===== src/hdl/quaternion_vector_rotate_unit_assert.svh =====
// Assertion macros shared by the rotate unit RTL.
// Each macro takes a label, the clock, the reset and the expressions to check.
`ifndef QUATERNION_VECTOR_ROTATE_UNIT_ASSERT_SVH
`define QUATERNION_VECTOR_ROTATE_UNIT_ASSERT_SVH

`ifndef SYNTHESIS

// Same-cycle implication
`define QVR_ASSERT_IMP(label, clk, rst, ante, cons) \
   label: assert property (@(posedge clk) disable iff (rst) (ante) |-> (cons)) \
      else $error("%m: same-cycle check failed");

// Next-cycle implication
`define QVR_ASSERT_NXT(label, clk, rst, ante, cons) \
   label: assert property (@(posedge clk) disable iff (rst) (ante) |=> (cons)) \
      else $error("%m: next-cycle check failed");

`else

`define QVR_ASSERT_IMP(label, clk, rst, ante, cons)

`define QVR_ASSERT_NXT(label, clk, rst, ante, cons)

`endif

`endif


===== src/hdl/qvr_pkg.sv =====
package qvr_pkg;

   // Operand and intermediate widths
   localparam int COORD_W   = 16;
   localparam int FRAC_BITS = 14;
   localparam int OUT_SHIFT = 2 * FRAC_BITS;
   localparam int PROD1_W   = 2 * COORD_W;                  // q * v
   localparam int P_W       = PROD1_W + 1;                  // sum of three q * v
   localparam int PROD2_W   = P_W + COORD_W;                // p * q
   localparam int R_W       = PROD2_W + 1;                  // sum of four p * q
   localparam int SHIFT_W   = R_W - OUT_SHIFT;              // rounded, before clamp
   localparam int NUM_PROD  = 12;                           // products per half
   localparam int NUM_STAGE = 5;

   typedef logic signed [COORD_W-1:0] coord_type;
   typedef logic signed [PROD1_W-1:0] prod1_type;
   typedef logic signed [P_W-1:0]     p_type;
   typedef logic signed [PROD2_W-1:0] prod2_type;
   typedef logic signed [R_W-1:0]     r_type;
   typedef logic signed [SHIFT_W-1:0] shift_type;

   // Half an output LSB at scale 2^28
   localparam r_type ROUND_HALF = r_type'(64'sd1 <<< (OUT_SHIFT - 1));

   localparam coord_type COORD_MAX = coord_type'(16'sh7FFF);
   localparam coord_type COORD_MIN = coord_type'(16'sh8000);
   localparam coord_type QUAT_ONE  = coord_type'(16'sh4000);

   typedef enum logic [1:0] {
      CSR_QUAT_W,
      CSR_QUAT_X,
      CSR_QUAT_Y,
      CSR_QUAT_Z
   } csr_index_type;

   // Rounded and clamped coordinate with its saturation flag
   typedef struct packed {
      coord_type value;
      logic      clip;
   } sat_type;

endpackage


===== src/hdl/qvr_round_sat.sv =====
module qvr_round_sat (
   input  qvr_pkg::r_type   sum_val,
   output qvr_pkg::sat_type result
);
   import qvr_pkg::*;

   shift_type shifted;
   logic      in_range;

   // Drop the fraction: the rounding half is already in the sum, so this floors
   assign shifted = shift_type'(sum_val >>> OUT_SHIFT);

   // In range when all bits above the sign of a 16-bit value agree with it
   assign in_range = (shifted[SHIFT_W-1:COORD_W-1] == '0) ||
                     (shifted[SHIFT_W-1:COORD_W-1] == '1);

   // Clamp towards the sign of the overflowing value
   always_comb begin
      result.clip = !in_range;
      if (in_range) begin
         result.value = coord_type'(shifted[COORD_W-1:0]);
      end else if (shifted[SHIFT_W-1]) begin
         result.value = COORD_MIN;
      end else begin
         result.value = COORD_MAX;
      end
   end
endmodule


===== config.mk =====
export PLATFORM = sky130hd
export DESIGN_NAME = qvr_round_sat
export DESIGN_NICKNAME = d
export VERILOG_FILES = /design/src/hdl/quaternion_vector_rotate_unit_assert.svh /design/src/hdl/qvr_pkg.sv /design/src/hdl/qvr_round_sat.sv
export SDC_FILE = /design/constraint.sdc
export NUM_CORES = 1
export LEC_CHECK = 0
export BUFFER_PORTS_ARGS = -buffer_cell sky130_fd_sc_hd__buf_2
export CAP_MARGIN = 10
export CELL_PAD_IN_SITES_DETAIL_PLACEMENT = 0
export CELL_PAD_IN_SITES_GLOBAL_PLACEMENT = 2
export CORE_ASPECT_RATIO = 0.8
export CORE_MARGIN = 1
export CORE_UTILIZATION = 11
export DETAILED_ROUTE_END_ITERATION = 6
export MAX_ROUTING_LAYER = met4
export PLACE_DENSITY = 0.91
export SLEW_MARGIN = 30
export SYNTH_ARGS = -nofsm -noshare
export SYNTH_HDL_FRONTEND = slang
export SYNTH_SLANG_ARGS = --single-unit

===== constraint.sdc =====
create_clock -name vclk -period 4.2
set_clock_uncertainty 0.2 [all_clocks]
set_input_delay 0.84 -clock vclk [all_inputs]
set_output_delay 0.84 -clock vclk [all_outputs]
set_load 0.05 [all_outputs]

==> flow_metrics.tcl <==
set metrics [dict create \
    status "finished clean" \
    syn_area_per_cell_um2 7.51 \
    leakage_nw 0.225 \
    post-place-cells 113 \
    num_antenna_cells 0 \
    internal-power_mw 0.0211 \
    seq_area_frac_synth_pct 0 \
    rsz0062_at_grt "false" \
    startpoint_type "input port" \
    hold_path_depth 3 \
    cpMostUsedCell "buf_2" \
    seqCellArea_um2 0 \
    cp_slowest_cell "and4_1" \
    crit_path_end_kind "output pin" \
    power_density_nw_per_um2 138 \
    place_area_um2 526 \
    drt-wirelength-per-cell_um 11.8 \
    vias 506 \
    worst_pin_slew_ns 0.545 \
    drc 0 \
    place.gp.congestion 0.528 \
    via_per_inst 4.48 \
    start_util_pct 12.0 \
    antenna_found_initial 0 \
    dieArea_um2 3370 \
    netSwitchingPower_mw 0.0512 \
    yosys_warnings 0 \
    slew_headroom_pct 63.6 \
    hold_viol 0 \
    worst-setup-path-type "in2out" \
    synth_cell_types 13 \
    ir_drop_mv 0.0253 \
    maxCapViolCount 0 \
    flops_and_latches 0 \
    min_to "result[8]" \
    fin_area_um2 526 \
    grt_pass1_wl_um 2110 \
    slew_viol_final 0 \
    area_growth_pct 52.2 \
    clockPowerShare_pct 0 \
    ioPinCount 67 \
    die_width_um 64.6 \
    drt_iter0_markers 9 \
    first_pass_iters 4 \
    critPathArrivalTime_ns 2.12 \
    cp.required_ns 3.16 \
    grt_pass1_vias 470 \
    hpwl_um 1010 \
    max_freq_mhz 317 \
    synth_nets 96 \
    fp-row-count 17 \
    cts_setup_buffers 0 \
    final_cells 113 \
    grt_max_degree 19 \
    slowest_delay_ns 0.55 \
    p_sw_share_pct 70.8 \
    path_max_fanout 16 \
    power_frac_comb_pct 100.0 \
    core_area_um2 2870 \
    path_cells "buf_2 > and4_1 > nand4_1 > a2bb2oi_1 > buf_2" \
    track_usage_pct 7.77 \
    drive_gt1_share_pct 57.3 \
    nClkBuffers 0 \
    timing.final.crit_share_pct 75.1 \
    min_from "sum_val[35]" \
    antenna_left 0 \
    worstHoldPathType "in2out" \
    drt-total-wl_um 1340 \
    finalSetupViolCount 0 \
    seqPwrFrac_pct 0 \
    fin_setup_tns_ns 0 \
    die_h_um 52.1 \
    synthCells 46 \
    period_minus_slack_ns 3.16 \
    io_buffers 39 \
    post_cts_resized 0 \
    ctsHoldBuffers 0 \
    overflow 0 \
    syn_area_um2 345 \
    fin_nets 127 \
]
## layer usage
layer  vias to the layer above  global-route usage (%)  share of wire, %
met2                        17                    15.4                51
met4                         0                       0                 0
met5                         -                       -                 0
li1                        256                       -                 -
met1                       233                    9.28                44
met3                         0                   0.219               4.9
## cell type report
class	instances	area (µm²)
well taps	38	47.5
repair buffers	39	195
fillers	339	2350
multi-input cells	36	283
## cells in the mapped netlist
cell / count / area share [%]
a2bb2oi_1: 13 / 33
a2bb2oi_2: 2 / 8.7
and4_1: 1 / 2.5
buf_1: 1 / 1.1
buf_2: 5 / 7.2
buf_4: 1 / 2.2
buf_6: 2 / 6.5
clkbuf_1: 1 / 1.1
nand2_2: 1 / 1.8
nand4_1: 16 / 29
nor2_1: 1 / 1.1
nor4_2: 1 / 3.6
o21a_1: 1 / 2.2
## cells in the final DEF (no fill, tap or decap)
cell type and count:
nand4_1 16, nor4_2 1, buf_2 39, nor2_1 1, a2bb2oi_2 2, a2bb2oi_1 13
and4_1 1, o21a_1 1, nand2_2 1
## power by group through the flow
| stage | logic, mW | registers (mW) | clock network, mW |
|---|---|---|---|
| global placement | 0.0717 | 0 | 0 |
| global route | 0.0765 | 0 | 0 |
| finish | 0.0723 | 0 | 0 |
| CTS | 0.0727 | 0 | 0 |
| detailed placement | 0.0726 | 0 | 0 |
| floorplan | 0.0522 | 0 | 0 |
## per-stage QoR
stage	hold slack (ns)	power (mW)	worst slack, ns	util [%]
after floorplan	1.71	0.0522	0.964	-
final	1.91	0.0723	1.04	18.3
after CTS	1.92	0.0727	1.03	18.3
after detailed placement	1.92	0.0726	1.03	18.3
after global placement	1.91	0.0717	1.06	18.3
after global routing	1.92	0.0765	0.884	18.3
## worst max-delay path, delay by kind of cell
family,cells,cell delay (ns)
and+or+nand+nor,2,0.72
buffers and inverters,2,0.37
AOI/OAI and AO/OA,1,0.18
## worst max-delay path by stage
| stage | slack, ns | startpoint | cells after the start | endpoint |
|---|---|---|---|---|
| after floorplan | 0.96 | sum_val[48] | 5 | result[10] |
| after global placement | 1.06 | sum_val[48] | 5 | result[13] |
| after detailed placement | 1.03 | sum_val[48] | 5 | result[5] |
| after CTS | 1.03 | sum_val[48] | 5 | result[5] |
| after global routing | 0.88 | sum_val[48] | 5 | result[9] |
| final | 1.04 | sum_val[48] | 5 | result[5] |
## kinds of logic after synthesis
family	count (synthesis)	synth area share, %
and+or+nand+nor	20	38.0
buffers and inverters	10	18.1
AOI/OAI and AO/OA	16	43.8
Power figures use the tool's default switching activity.
